[config.mk]
export PLATFORM = sky130hd
export DESIGN_NAME = websocket_frame_deframer
export DESIGN_NICKNAME = d
export VERILOG_FILES = /design/src/rtl/wsd_pkg.sv /design/src/rtl/websocket_frame_deframer.sv /design/src/rtl/wsd_front.sv /design/src/rtl/wsd_queue.sv /design/src/rtl/wsd_back.sv
export SDC_FILE = /design/constraint.sdc
export NUM_CORES = 1
export LEC_CHECK = 0
export ABC_AREA = 1
export BUFFER_PORTS_ARGS = -buffer_cell sky130_fd_sc_hd__buf_2
export CORE_ASPECT_RATIO = 0.8
export CORE_UTILIZATION = 24
export CTS_BUF_LIST = sky130_fd_sc_hd__clkbuf_16
export CTS_CLUSTER_DIAMETER = 120
export DETAILED_ROUTE_END_ITERATION = 10
export HOLD_SLACK_MARGIN = 0.15
export SKIP_LAST_GASP = 1
export SYNTH_ARGS = -nofsm -noshare
export SYNTH_HDL_FRONTEND = slang
export SYNTH_HIERARCHICAL = 1
export SYNTH_SLANG_ARGS = --single-unit
[constraint.sdc]
create_clock -name clock -period 8.18 [get_ports clock]
set_input_delay 0.818 -clock clock [delete_from_list [all_inputs] [get_ports clock]]
set_output_delay 0.818 -clock clock [all_outputs]
set_load 0.02 [all_outputs]
[src/rtl/wsd_pkg.sv]
// shared types and constants of the websocket frame deframer
// result entry layout, status codes and queue depth; no dependencies
package wsd_pkg;

   localparam int QueueDepth = 4;

   typedef enum logic [1:0] {
      STATUS_OK        = 2'd0,
      STATUS_TRUNCATED = 2'd1,
      STATUS_FRAGMENT  = 2'd2,
      STATUS_OPCODE    = 2'd3
   } status_type;

   // one classified result on its way from the parser to the unmask stage
   typedef struct packed {
      logic [7:0] data;
      logic [7:0] key;
      logic       has_byte;
      logic       last;
      status_type status;
   } entry_type;

endpackage

[src/rtl/websocket_frame_deframer.sv]
// channel   direction  handshake          payload
// req       in         req_push/req_full  req_data_byte, req_end_of_buffer
// rsp       out        rsp_pop/rsp_empty  rsp_payload_byte, rsp_has_byte, rsp_last,
//                                         rsp_status
//
// one byte is accepted every cycle while req_full is low; the parser classifies it
// in the cycle it is taken, writes its result into the queue at the accepting edge,
// and the result reaches rsp through the output register
// req_full rises only when the result queue is full, so rsp stalls back up after
// QUEUE_DEPTH + 1 results; dropped bytes never occupy the queue
// reset is synchronous; it empties the queue and output register and restarts
// parsing at the first header byte
module websocket_frame_deframer
   import wsd_pkg::*;
#(
   parameter int QUEUE_DEPTH = QueueDepth
) (
   input  logic       clock,
   input  logic       reset,
   input  logic       req_push,
   output logic       req_full,
   input  logic [7:0] req_data_byte,
   input  logic       req_end_of_buffer,
   output logic       rsp_empty,
   input  logic       rsp_pop,
   output logic [7:0] rsp_payload_byte,
   output logic       rsp_has_byte,
   output logic       rsp_last,
   output logic [1:0] rsp_status
);

   logic      accept;
   logic      res_valid;
   entry_type res_entry;
   logic      q_valid;
   entry_type q_head;
   logic      q_pop;
   logic      out_valid;

   assign accept = req_push && !req_full;

   wsd_front u_front (
      .clock         (clock),
      .reset         (reset),
      .accept        (accept),
      .data_byte     (req_data_byte),
      .end_of_buffer (req_end_of_buffer),
      .res_valid     (res_valid),
      .res_entry     (res_entry)
   );

   wsd_queue #(
      .DEPTH (QUEUE_DEPTH)
   ) u_queue (
      .clock      (clock),
      .reset      (reset),
      .push       (res_valid),
      .push_entry (res_entry),
      .full       (req_full),
      .valid      (q_valid),
      .head       (q_head),
      .pop        (q_pop)
   );

   wsd_back u_back (
      .clock            (clock),
      .reset            (reset),
      .q_valid          (q_valid),
      .q_head           (q_head),
      .q_pop            (q_pop),
      .out_valid        (out_valid),
      .out_payload_byte (rsp_payload_byte),
      .out_has_byte     (rsp_has_byte),
      .out_last         (rsp_last),
      .out_status       (rsp_status),
      .out_pop          (rsp_pop)
   );

   assign rsp_empty = !out_valid;

endmodule

[src/rtl/wsd_front.sv]
// header parser of the websocket frame deframer: classifies each accepted byte
// and produces at most one result entry per byte; depends on wsd_pkg
module wsd_front
   import wsd_pkg::*;
(
   input  logic       clock,
   input  logic       reset,
   input  logic       accept,
   input  logic [7:0] data_byte,
   input  logic       end_of_buffer,
   output logic       res_valid,
   output entry_type  res_entry
);

   typedef enum logic [5:0] {
      PH_HDR0 = 6'b000001,
      PH_HDR1 = 6'b000010,
      PH_EXT  = 6'b000100,
      PH_KEY  = 6'b001000,
      PH_DATA = 6'b010000,
      PH_DROP = 6'b100000
   } phase_type;

   localparam logic [6:0] LenExt16 = 7'd126;
   localparam logic [6:0] LenExt64 = 7'd127;

   phase_type   phase_ff, phase_in;
   logic        mask_ff, mask_in;
   logic [3:0]  cnt_ff, cnt_in;
   logic [63:0] len_ff, len_in;
   logic [31:0] key_ff, key_in;
   logic        emit;
   entry_type   entry;

   always_comb begin
      phase_in = phase_ff;
      mask_in  = mask_ff;
      cnt_in   = cnt_ff;
      len_in   = len_ff;
      key_in   = key_ff;
      emit     = 1'b0;
      entry    = '{data: 8'd0, key: 8'd0, has_byte: 1'b0, last: 1'b0,
                   status: STATUS_OK};
      unique case (phase_ff)
         PH_HDR0: begin
            mask_in = 1'b0;
            cnt_in  = 4'd0;
            len_in  = '0;
            key_in  = '0;
            if (end_of_buffer) begin
               emit = 1'b1;
               entry.last = 1'b1;
               entry.status = STATUS_TRUNCATED;
            end else if (!data_byte[7]) begin
               phase_in = PH_DROP;
               emit = 1'b1;
               entry.last = 1'b1;
               entry.status = STATUS_FRAGMENT;
            end else if (data_byte[3:0] >= 4'd3) begin
               phase_in = PH_DROP;
               emit = 1'b1;
               entry.last = 1'b1;
               entry.status = STATUS_OPCODE;
            end else begin
               phase_in = PH_HDR1;
            end
         end
         PH_HDR1: begin
            mask_in = data_byte[7];
            if (data_byte[6:0] == LenExt16) begin
               cnt_in   = 4'd2;
               phase_in = PH_EXT;
            end else if (data_byte[6:0] == LenExt64) begin
               cnt_in   = 4'd8;
               phase_in = PH_EXT;
            end else begin
               len_in = {57'd0, data_byte[6:0]};
               if (data_byte[7]) begin
                  cnt_in   = 4'd4;
                  phase_in = PH_KEY;
               end else if (data_byte[6:0] == 7'd0) begin
                  phase_in = PH_DROP;
                  emit = 1'b1;
                  entry.last = 1'b1;
               end else begin
                  phase_in = PH_DATA;
               end
            end
         end
         PH_EXT: begin
            len_in = {len_ff[55:0], data_byte};
            cnt_in = cnt_ff - 4'd1;
            if (cnt_ff == 4'd1) begin
               if (mask_ff) begin
                  cnt_in   = 4'd4;
                  phase_in = PH_KEY;
               end else if (len_in == 64'd0) begin
                  phase_in = PH_DROP;
                  emit = 1'b1;
                  entry.last = 1'b1;
               end else begin
                  phase_in = PH_DATA;
               end
            end
         end
         PH_KEY: begin
            key_in = {key_ff[23:0], data_byte};
            cnt_in = cnt_ff - 4'd1;
            if (cnt_ff == 4'd1) begin
               if (len_ff == 64'd0) begin
                  phase_in = PH_DROP;
                  emit = 1'b1;
                  entry.last = 1'b1;
               end else begin
                  phase_in = PH_DATA;
               end
            end
         end
         PH_DATA: begin
            // key rotates so the byte for this position is always on top
            key_in = {key_ff[23:0], key_ff[31:24]};
            // length counts down the bytes still to come
            len_in = len_ff - 64'd1;
            emit = 1'b1;
            entry.data = data_byte;
            entry.key = key_ff[31:24];
            entry.has_byte = 1'b1;
            if (len_ff == 64'd1) begin
               phase_in = PH_DROP;
               entry.last = 1'b1;
            end else if (end_of_buffer) begin
               entry.last = 1'b1;
               entry.status = STATUS_TRUNCATED;
            end
         end
         PH_DROP: begin
         end
         default: begin
         end
      endcase
      if (end_of_buffer) begin
         // buffer ended inside a frame that gave no result on this byte
         if (!emit && phase_in != PH_DROP) begin
            emit = 1'b1;
            entry.last = 1'b1;
            entry.status = STATUS_TRUNCATED;
         end
         phase_in = PH_HDR0;
      end
   end

   always_ff @(posedge clock) begin
      if (reset) begin
         phase_ff <= PH_HDR0;
      end else if (accept) begin
         phase_ff <= phase_in;
      end
   end

   always_ff @(posedge clock) begin
      if (accept) begin
         mask_ff <= mask_in;
         cnt_ff  <= cnt_in;
         len_ff  <= len_in;
         key_ff  <= key_in;
      end
   end

   assign res_valid = accept && emit;
   assign res_entry = entry;

endmodule

[src/rtl/wsd_queue.sv]
// short result queue between parser and unmask stage of the frame deframer
// register array with read and write pointers; depends on wsd_pkg
module wsd_queue
   import wsd_pkg::*;
#(
   parameter int DEPTH = QueueDepth
) (
   input  logic      clock,
   input  logic      reset,
   input  logic      push,
   input  entry_type push_entry,
   output logic      full,
   output logic      valid,
   output entry_type head,
   input  logic      pop
);

   localparam int PtrW = (DEPTH > 1) ? $clog2(DEPTH) : 1;
   localparam int CntW = $clog2(DEPTH + 1);
   localparam logic [PtrW-1:0] PtrLast = PtrW'(DEPTH - 1);

   entry_type         mem_ff [DEPTH];
   logic [PtrW-1:0]   wr_ptr_ff, wr_ptr_in;
   logic [PtrW-1:0]   rd_ptr_ff, rd_ptr_in;
   logic [CntW-1:0]   count_ff, count_in;
   logic              do_push, do_pop;

   assign full    = (count_ff == CntW'(DEPTH));
   assign valid   = (count_ff != '0);
   assign head    = mem_ff[rd_ptr_ff];
   assign do_push = push && !full;
   assign do_pop  = pop && valid;

   always_comb begin
      wr_ptr_in = wr_ptr_ff;
      rd_ptr_in = rd_ptr_ff;
      count_in  = count_ff;
      if (do_push) begin
         wr_ptr_in = (wr_ptr_ff == PtrLast) ? '0 : wr_ptr_ff + PtrW'(1);
      end
      if (do_pop) begin
         rd_ptr_in = (rd_ptr_ff == PtrLast) ? '0 : rd_ptr_ff + PtrW'(1);
      end
      if (do_push && !do_pop) begin
         count_in = count_ff + CntW'(1);
      end else if (do_pop && !do_push) begin
         count_in = count_ff - CntW'(1);
      end
   end

   always_ff @(posedge clock) begin
      if (reset) begin
         wr_ptr_ff <= '0;
         rd_ptr_ff <= '0;
         count_ff  <= '0;
      end else begin
         wr_ptr_ff <= wr_ptr_in;
         rd_ptr_ff <= rd_ptr_in;
         count_ff  <= count_in;
      end
   end

   always_ff @(posedge clock) begin
      if (do_push) begin
         mem_ff[wr_ptr_ff] <= push_entry;
      end
   end

endmodule

[src/rtl/wsd_back.sv]
// unmask stage of the frame deframer: applies the mask key byte and holds
// the result in the output register; depends on wsd_pkg
module wsd_back
   import wsd_pkg::*;
(
   input  logic       clock,
   input  logic       reset,
   input  logic       q_valid,
   input  entry_type  q_head,
   output logic       q_pop,
   output logic       out_valid,
   output logic [7:0] out_payload_byte,
   output logic       out_has_byte,
   output logic       out_last,
   output logic [1:0] out_status,
   input  logic       out_pop
);

   logic       valid_ff, valid_in;
   logic [7:0] payload_ff;
   logic       has_ff;
   logic       last_ff;
   status_type status_ff;
   logic       take;

   // refill from the queue head whenever one waits and the register is empty or drains this cycle
   assign take     = q_valid && (!valid_ff || out_pop);
   assign q_pop    = take;
   assign valid_in = take || (valid_ff && !out_pop);

   always_ff @(posedge clock) begin
      if (reset) begin
         valid_ff <= 1'b0;
      end else begin
         valid_ff <= valid_in;
      end
   end

   always_ff @(posedge clock) begin
      if (take) begin
         payload_ff <= q_head.data ^ q_head.key;
         has_ff     <= q_head.has_byte;
         last_ff    <= q_head.last;
         status_ff  <= q_head.status;
      end
   end

   assign out_valid        = valid_ff;
   assign out_payload_byte = payload_ff;
   assign out_has_byte     = has_ff;
   assign out_last         = last_ff;
   assign out_status       = status_ff;

endmodule

==> flow_metrics.py, run 1 <==
metrics = {
    "status": {
        "outcome": "finished clean",
    },
    "clocking": {
        "clk_latency_ns": 0.52,
        "clk_pin_slew_ns": 0.06,
        "cts_htree_levels": 1,
        "cts_root_buf": "clkbuf_16",
        "cts_sinks": 209,
        "postCtsSetupBuffers": 0,
        "cts_tree": "yes",
        "hold_buffers": 0,
        "cts_resized": 0,
        "clock_path_buffers": 3,
        "cts_made_buffers": 25,
    },
    "power_and_ir_drop": {
        "p_leak_nw": 4.80,
        "vdd_drop_max_v": 0.000133,
        "pwr_density_cell_nw_per_um2": 292,
    },
    "logic_synthesis": {
        "ys_ff_latch": 209,
        "synth_flop_cell": "edfxtp_1",
        "synth_top_area_share_pct": 53.1,
        "syn_inst": 1235,
        "synth_area_um2": 10900,
        "synth_edf_count": 193,
        "synthArstFlopShare_pct": 0,
        "synth.most_common_cell": "nor2_1",
        "synthTopCellsByCount": "266 x nor2_1, 206 x inv_1, 193 x edfxtp_1",
        "syn_nets": 1260,
        "yosys-top-cells-area": "edfxtp_1 53%, nor2_1 9.2%, inv_1 7.1%",
        "yosys_warnings": 6,
        "seq_area_frac_synth_pct": 56.1,
        "ys_types": 43,
        "avgSynthCellArea_um2": 8.83,
        "synth.largest_area_cell": "edfxtp_1",
    },
    "placed_design": {
        "place_ws_ns": 4.15,
        "portBuffers": 26,
        "gp_congestion": 0.891,
        "placed_area_um2": 11700,
        "hpwl_um": 18700,
    },
    "setup_path": {
        "crit_start": "u_front/phase_ff[1]$_SDFFE_PP0P_",
        "crit_required_ns": 8.31,
        "cp_cell_sequence": "nor2_1 -> nand3_2 -> buf_4 -> clkinv_1 -> buf_4 -> nand3_1 -> nand4_1 -> inv_1 -> nand2_1 -> nand4_1 -> nand2_1 -> a21oi_1 -> nand2_2 -> nor2_2",
        "reg2reg_to": "u_queue/mem_ff[2][10]$_DFFE_PP_",
        "r2r_slack_ns": 4.17,
        "rr_startpoint": "u_front/phase_ff[1]$_SDFFE_PP0P_",
        "crit_path_max_fanout": 59,
        "critPathMaxStageDelay_ns": 0.89,
        "crit_path_end_kind": "flip-flop",
        "crit_type": "flip-flop to flip-flop",
        "critPathArrivalTime_ns": 4.15,
        "crit_path_end": "u_queue/mem_ff[2][10]$_DFFE_PP_",
        "startpoint_type": "flip-flop",
        "r2r_cells": 14,
        "cp_slowest_cell": "nor2_2",
    },
    "finish": {
        "fillers": 4724,
        "multiInputGateArea_um2": 3880,
        "drive_gt1_share_pct": 9.29,
        "n_antenna_cell": 0,
        "fin_area_um2": 12600,
        "seq_area_um2": 6120,
        "finalNetCount": 1288,
        "area_growth_pct": 15.7,
    },
    "sta": {
        "min_period_ns": 4.01,
        "period_share_pct": 49.1,
        "hold_violations": 0,
        "worst_pin_slew_ns": 1.14,
        "rsz0062_at_grt": "no",
        "setup_viol": 0,
        "tns_ns": 0,
        "worst_slack_ns": 4.17,
        "max_freq_mhz": 249,
        "maxSlewViolCount": 0,
        "clock_skew_ns": 0.00922,
        "relSlewSlack_pct": 23.7,
    },
    "routing": {
        "ant_nets": 0,
        "drt-initial-drc-count": 624,
        "drc_errors": 0,
        "drt_wl_total_um": 27100,
        "vias": 8358,
        "route.detailed.wl_per_inst_um": 14.4,
        "firstDrtPassIters": 5,
        "via_per_inst": 4.44,
    },
    "grt": {
        "antenna_found_initial": 2,
        "grt_usage_pct": 11.7,
        "grt_pass1_wl_um": 43000,
        "grt.overflow.total": 0,
        "grt_max_degree": 65,
        "grt_pass1_vias": 7953,
    },
    "floorplanning": {
        "start_util_pct": 24.4,
        "core_um2": 44600,
        "fp.dieW_um": 240,
        "core.rowCount": 69,
        "die_area_um2": 46300,
        "io_pins": 27,
        "die-height_um": 193,
    },
    "hold_path": {
        "hp-class": "flip-flop to flip-flop",
    },
    "run": {
        "cap_violations": 0,
    },
}
-- worst max-delay path: cells and delay by family, from the launching register on --
kind / cells / cell delay, ns
DFF: 1 / 0.40
buffers and inverters: 4 / 1.11
and+or+nand+nor: 9 / 1.80
AOI/OAI and AO/OA: 1 / 0.26
-- registers in the layout, indices dropped and copies added, names as in the netlist, named ones only --
signal and count:
u_back/out_payload_byte 8, u_front/key_ff 32, u_front/mask_ff 1, u_queue/rd_ptr_ff 2, u_back/out_last 1, u_back/out_valid 1
u_queue/wr_ptr_ff 2, u_back/out_status 2, u_queue/mem_ff 80, u_front/phase_ff 6, u_front/len_ff 64, u_queue/count_ff 3
u_back/out_has_byte 1, u_front/cnt_ff 4
-- worst min path at each step --
stage          slack [ns]  cells after the start                             start                                to
3_5_place_dp         0.49                      2       u_back/out_valid$_SDFF_PP0_       u_back/out_valid$_SDFF_PP0_
2_1_floorplan        0.45                      2       u_back/out_valid$_SDFF_PP0_       u_back/out_valid$_SDFF_PP0_
3_3_place_gp         0.47                      2       u_back/out_valid$_SDFF_PP0_       u_back/out_valid$_SDFF_PP0_
4_1_cts              0.50                      2       u_back/out_valid$_SDFF_PP0_       u_back/out_valid$_SDFF_PP0_
5_1_grt              0.52                      2  u_front/phase_ff[5]$_SDFFE_PP0P_  u_front/phase_ff[5]$_SDFFE_PP0P_
6_report             0.49                      2       u_back/out_valid$_SDFF_PP0_       u_back/out_valid$_SDFF_PP0_
-- final cells by class --
type	count	area share (%)
flip-flops and latches	209	48.5
multi-input cells	777	30.8
inverters	217	6.46
well taps	603	5.98
clock buffers	25	4.96
clock inverters	20	1.90
repair buffers	33	1.45
-- cell families after synthesis --
group | after synthesis | share of synthesized area, %
buffers and inverters | 249 | 8.67
DFF | 209 | 56.1
xor gates and xnor gates | 20 | 1.61
AOI/OAI and AO/OA | 209 | 10.8
adders and majority gates | 12 | 1.45
and+or+nand+nor | 536 | 21.4
-- stage by stage --
step | hold WS, ns | util (%) | total power, mW | instances
floorplan | 0.451 | - | 2.26 | 1235
global placement | 0.472 | 26.3 | 2.53 | 1839
detailed placement | 0.490 | 26.3 | 2.55 | 1839
CTS | 0.499 | 28.3 | 3.73 | 1884
global route | 0.521 | 28.3 | 3.90 | 1884
finish | 0.491 | 28.3 | 3.68 | 1884
-- power breakdown --
group / internal [mW] / switching, mW / leakage, nW
clock network: 0.717 / 0.448 / 0.420
logic: 0.271 / 0.645 / 2.41
registers: 1.46 / 0.144 / 1.97
total: 2.44 / 1.24 / 4.80
-- layer usage --
| layer | share of wire [%] | wire length [um] | global-route usage (%) |
|---|---|---|---|
| met2 | 42 | 11500 | 17.9 |
| met5 | 0.048 | 13 | 0 |
| met1 | 50 | 13500 | 17.1 |
| met3 | 5.5 | 1500 | 1.62 |
| met4 | 2.4 | 642 | 3.31 |
-- cells in the final DEF (no fill, tap or decap), types with 9 or more instances in the layout --
| cell type | netlist | layout |
|---|---|---|
| o21ai_0 | 54 | 54 |
| nor2_1 | 266 | 262 |
| nor2_2 | 6 | 10 |
| edfxtp_1 | 193 | 193 |
| xor2_1 | 16 | 16 |
| dfxtp_1 | 16 | 16 |
| ha_1 | 11 | 11 |
| nor3_1 | 19 | 19 |
| nand3_1 | 46 | 44 |
| a21oi_1 | 32 | 32 |
| clkbuf_16 | 0 | 25 |
| inv_2 | 9 | 9 |
| buf_2 | 9 | 26 |
| o21ai_1 | 46 | 46 |
| inv_1 | 206 | 208 |
| o22ai_1 | 58 | 58 |
| nand2_1 | 153 | 153 |
| nand4_1 | 12 | 12 |
No activity file was read; power rests on OpenSTA's default activity.
==> run 2: changes to the inputs <==
Clock period 8.18 ns to 4.15 ns, I/O delays scaled along.
==> run 2 against run 1 <==
  * Worst hold slack lost 0.33 ns
  * Clock skew shrank 0.0014 ns
  * Largest cell class unchanged
  * Via count grew 0.50%
  * Total power grew 97%
  * Clock power grew 97%
  * Maximum frequency grew 14%
  * Global-route usage is essentially flat
  * Non-clock buffer count grew 9
  * Design area grew 0.55%
  * Sequential power grew 94%
  * Critical path depth grew 10
  * Combinational power grew 100%
==> flow_metrics.py, run 2 (synthesis results as in run 1) <==
metrics = {
    "floorplanning": {
        "core.rowCount": 69,
        "die_area_um2": 46300,
        "io_pins": 27,
        "fp.dieW_um": 240,
        "die-height_um": 193,
        "core_um2": 44600,
        "start_util_pct": 24.4,
    },
    "clocking": {
        "hold_buffers": 0,
        "clock_path_buffers": 3,
        "cts_htree_levels": 1,
        "cts_sinks": 209,
        "postCtsSetupBuffers": 0,
        "cts_resized": 0,
        "clk_pin_slew_ns": 0.06,
        "cts_tree": "yes",
        "cts_made_buffers": 24,
        "clk_latency_ns": 0.51,
        "cts_root_buf": "clkbuf_16",
    },
    "power_and_ir_drop": {
        "p_clk_share_pct": 31.6,
        "p_leak_nw": 4.87,
        "pwr_density_cell_nw_per_um2": 572,
        "p_seq_share_pct": 42.8,
        "p_sw_mw": 2.38,
        "finalPower_mw": 7.26,
        "internal_power_mw": 4.87,
        "vdd_drop_max_v": 0.000294,
        "comb_power_share_pct": 25.6,
        "swShare_pct": 32.8,
    },
    "routing": {
        "ant_nets": 0,
        "drt_wl_total_um": 26700,
        "drt-initial-drc-count": 626,
        "drc_errors": 0,
        "route.detailed.wl_per_inst_um": 14.1,
        "via_per_inst": 4.44,
        "firstDrtPassIters": 5,
        "vias": 8400,
    },
    "status": {
        "outcome": "finished clean",
    },
    "finish": {
        "final_common_cell": "nor2_1",
        "area_growth_pct": 16.3,
        "drive_gt1_share_pct": 9.70,
        "largest_register": "u_queue/mem_ff",
        "finalNetCount": 1296,
        "largest_register_ffs": 80,
        "fillers": 4689,
        "top_regs": "u_queue/mem_ff: 80 flops, u_front/len_ff: 64 flops, u_front/key_ff: 32 flops",
        "final_cell_mix": "262 x nor2_1, 211 x inv_1, 193 x edfxtp_1",
    },
    "placed_design": {
        "portBuffers": 26,
        "gp_congestion": 0.863,
        "hpwl_um": 18400,
        "place_ws_ns": 0.687,
    },
    "sta": {
        "rsz0062_at_grt": "no",
        "maxSlewViolCount": 0,
        "worst_pin_slew_ns": 0.950,
        "clock_skew_ns": 0.00779,
        "relSlewSlack_pct": 36.6,
        "max_freq_mhz": 284,
        "period_share_pct": 84.9,
        "worst_slack_ns": 0.626,
        "setup_viol": 0,
        "tns_ns": 0,
        "min_period_ns": 3.52,
        "hold_violations": 0,
    },
    "setup_path": {
        "crit_top_cell": "nand2_1",
        "crit_path_end_kind": "flip-flop",
        "startpoint_type": "flip-flop",
        "critPathArrivalTime_ns": 3.94,
        "path_delay_family": "simple AND/OR/NAND/NOR gates",
        "cp_slowest_cell": "nor3b_2",
        "crit_path_max_fanout": 8,
        "cp.buffers_inverters": 6,
        "crit_start": "u_front/cnt_ff[1]$_DFFE_PP_",
        "cp_cell_sequence": "inv_1 -> ha_1 -> nor3b_2 -> inv_1 -> nor3_1 -> nand2_1 -> nand2_1 -> nor2_1 -> nand2_1 -> nand2_1 -> nand4_1 -> nand2_1 -> a21oi_1 -> nand2_2 -> inv_1 -> ha_1 -> inv_1 -> fa_1 -> inv_1 -> nand2_1 -> nand3_1 -> nand2_1 -> inv_1 -> nor2_1",
        "rr_startpoint": "u_front/cnt_ff[1]$_DFFE_PP_",
        "critPathMaxStageDelay_ns": 0.41,
        "crit_required_ns": 4.56,
        "crit_type": "flip-flop to flip-flop",
    },
    "grt": {
        "grt_max_degree": 65,
        "grt_usage_pct": 11.7,
        "antenna_found_initial": 2,
        "grt.overflow.total": 0,
        "grt_pass1_vias": 7798,
        "grt_pass1_wl_um": 43300,
    },
    "hold_path": {
        "hold_start": "rsp_pop",
        "hp-class": "input pin to flip-flop",
    },
    "run": {
        "cap_violations": 0,
    },
}
-- run 2: cell types whose count changed in the layout (fill, tap and decap cells not counted), moves of 2 or more --
cell,previous run,this run
clkinv_2,3,5
clkinvlp_4,4,1
buf_4,7,16
inv_6,2,0
inv_1,208,211
-- run 2: area by class of cell --
cell class                      count  area (um2)  area share (%)
Timing Repair Buffer               42         250            1.97
Inverter                          217         815            6.42
Clock buffer                       25         626            4.93
Sequential cell                   209        6120            48.2
Clock inverter                     19         239            1.88
Antenna cell                        1        2.50          0.0197
Tap cell                          603         754            5.95
Multi-Input combinational cell    777        3880            30.6
-- run 2: tightest hold or removal path, stage by stage --
cell and delay [ns]:
buf_2 0.09, inv_2 0.04, nand2_2 0.05, a21oi_2 0.04
-- run 2: per-stage QoR --
step,hold slack (ns),area (um2),utilization [%],cells
6_report,0.163,12700,28.4,1893
5_1_grt,0.176,12700,28.4,1892
4_1_cts,0.152,12700,28.4,1892
3_5_place_dp,0.488,11800,26.5,1848
3_3_place_gp,0.467,11800,26.5,1848
2_1_floorplan,0.451,10900,-,1235
-- run 2: final timing paths --
check	slack, ns	cells after the start	endpoint
hold reg to reg	0.49	2	u_back/out_valid$_SDFF_PP0_
setup reg to reg	0.63	24	u_queue/count_ff[2]$_SDFFE_PP0P_
setup / recovery	0.63	24	u_queue/count_ff[2]$_SDFFE_PP0P_
hold / removal	0.16	4	u_back/out_valid$_SDFF_PP0_
-- run 2: layer usage --
metal	track usage [%]	part of all wire (%)	vias to the layer above
met4	2.30	1.3	2
met3	1.96	5.4	29
met1	17.6	50	3976
met2	17.3	43	209
met5	0	0.064	-
li1	-	-	4184
-- run 2: power groups by stage --
stage,registers (mW),logic (mW),clock network (mW)
6_report,3.11,1.86,2.29
5_1_grt,3.16,2.10,2.42
3_5_place_dp,3.15,1.86,0
4_1_cts,3.11,1.86,2.34
2_1_floorplan,3.18,1.26,0
3_3_place_gp,3.14,1.84,0
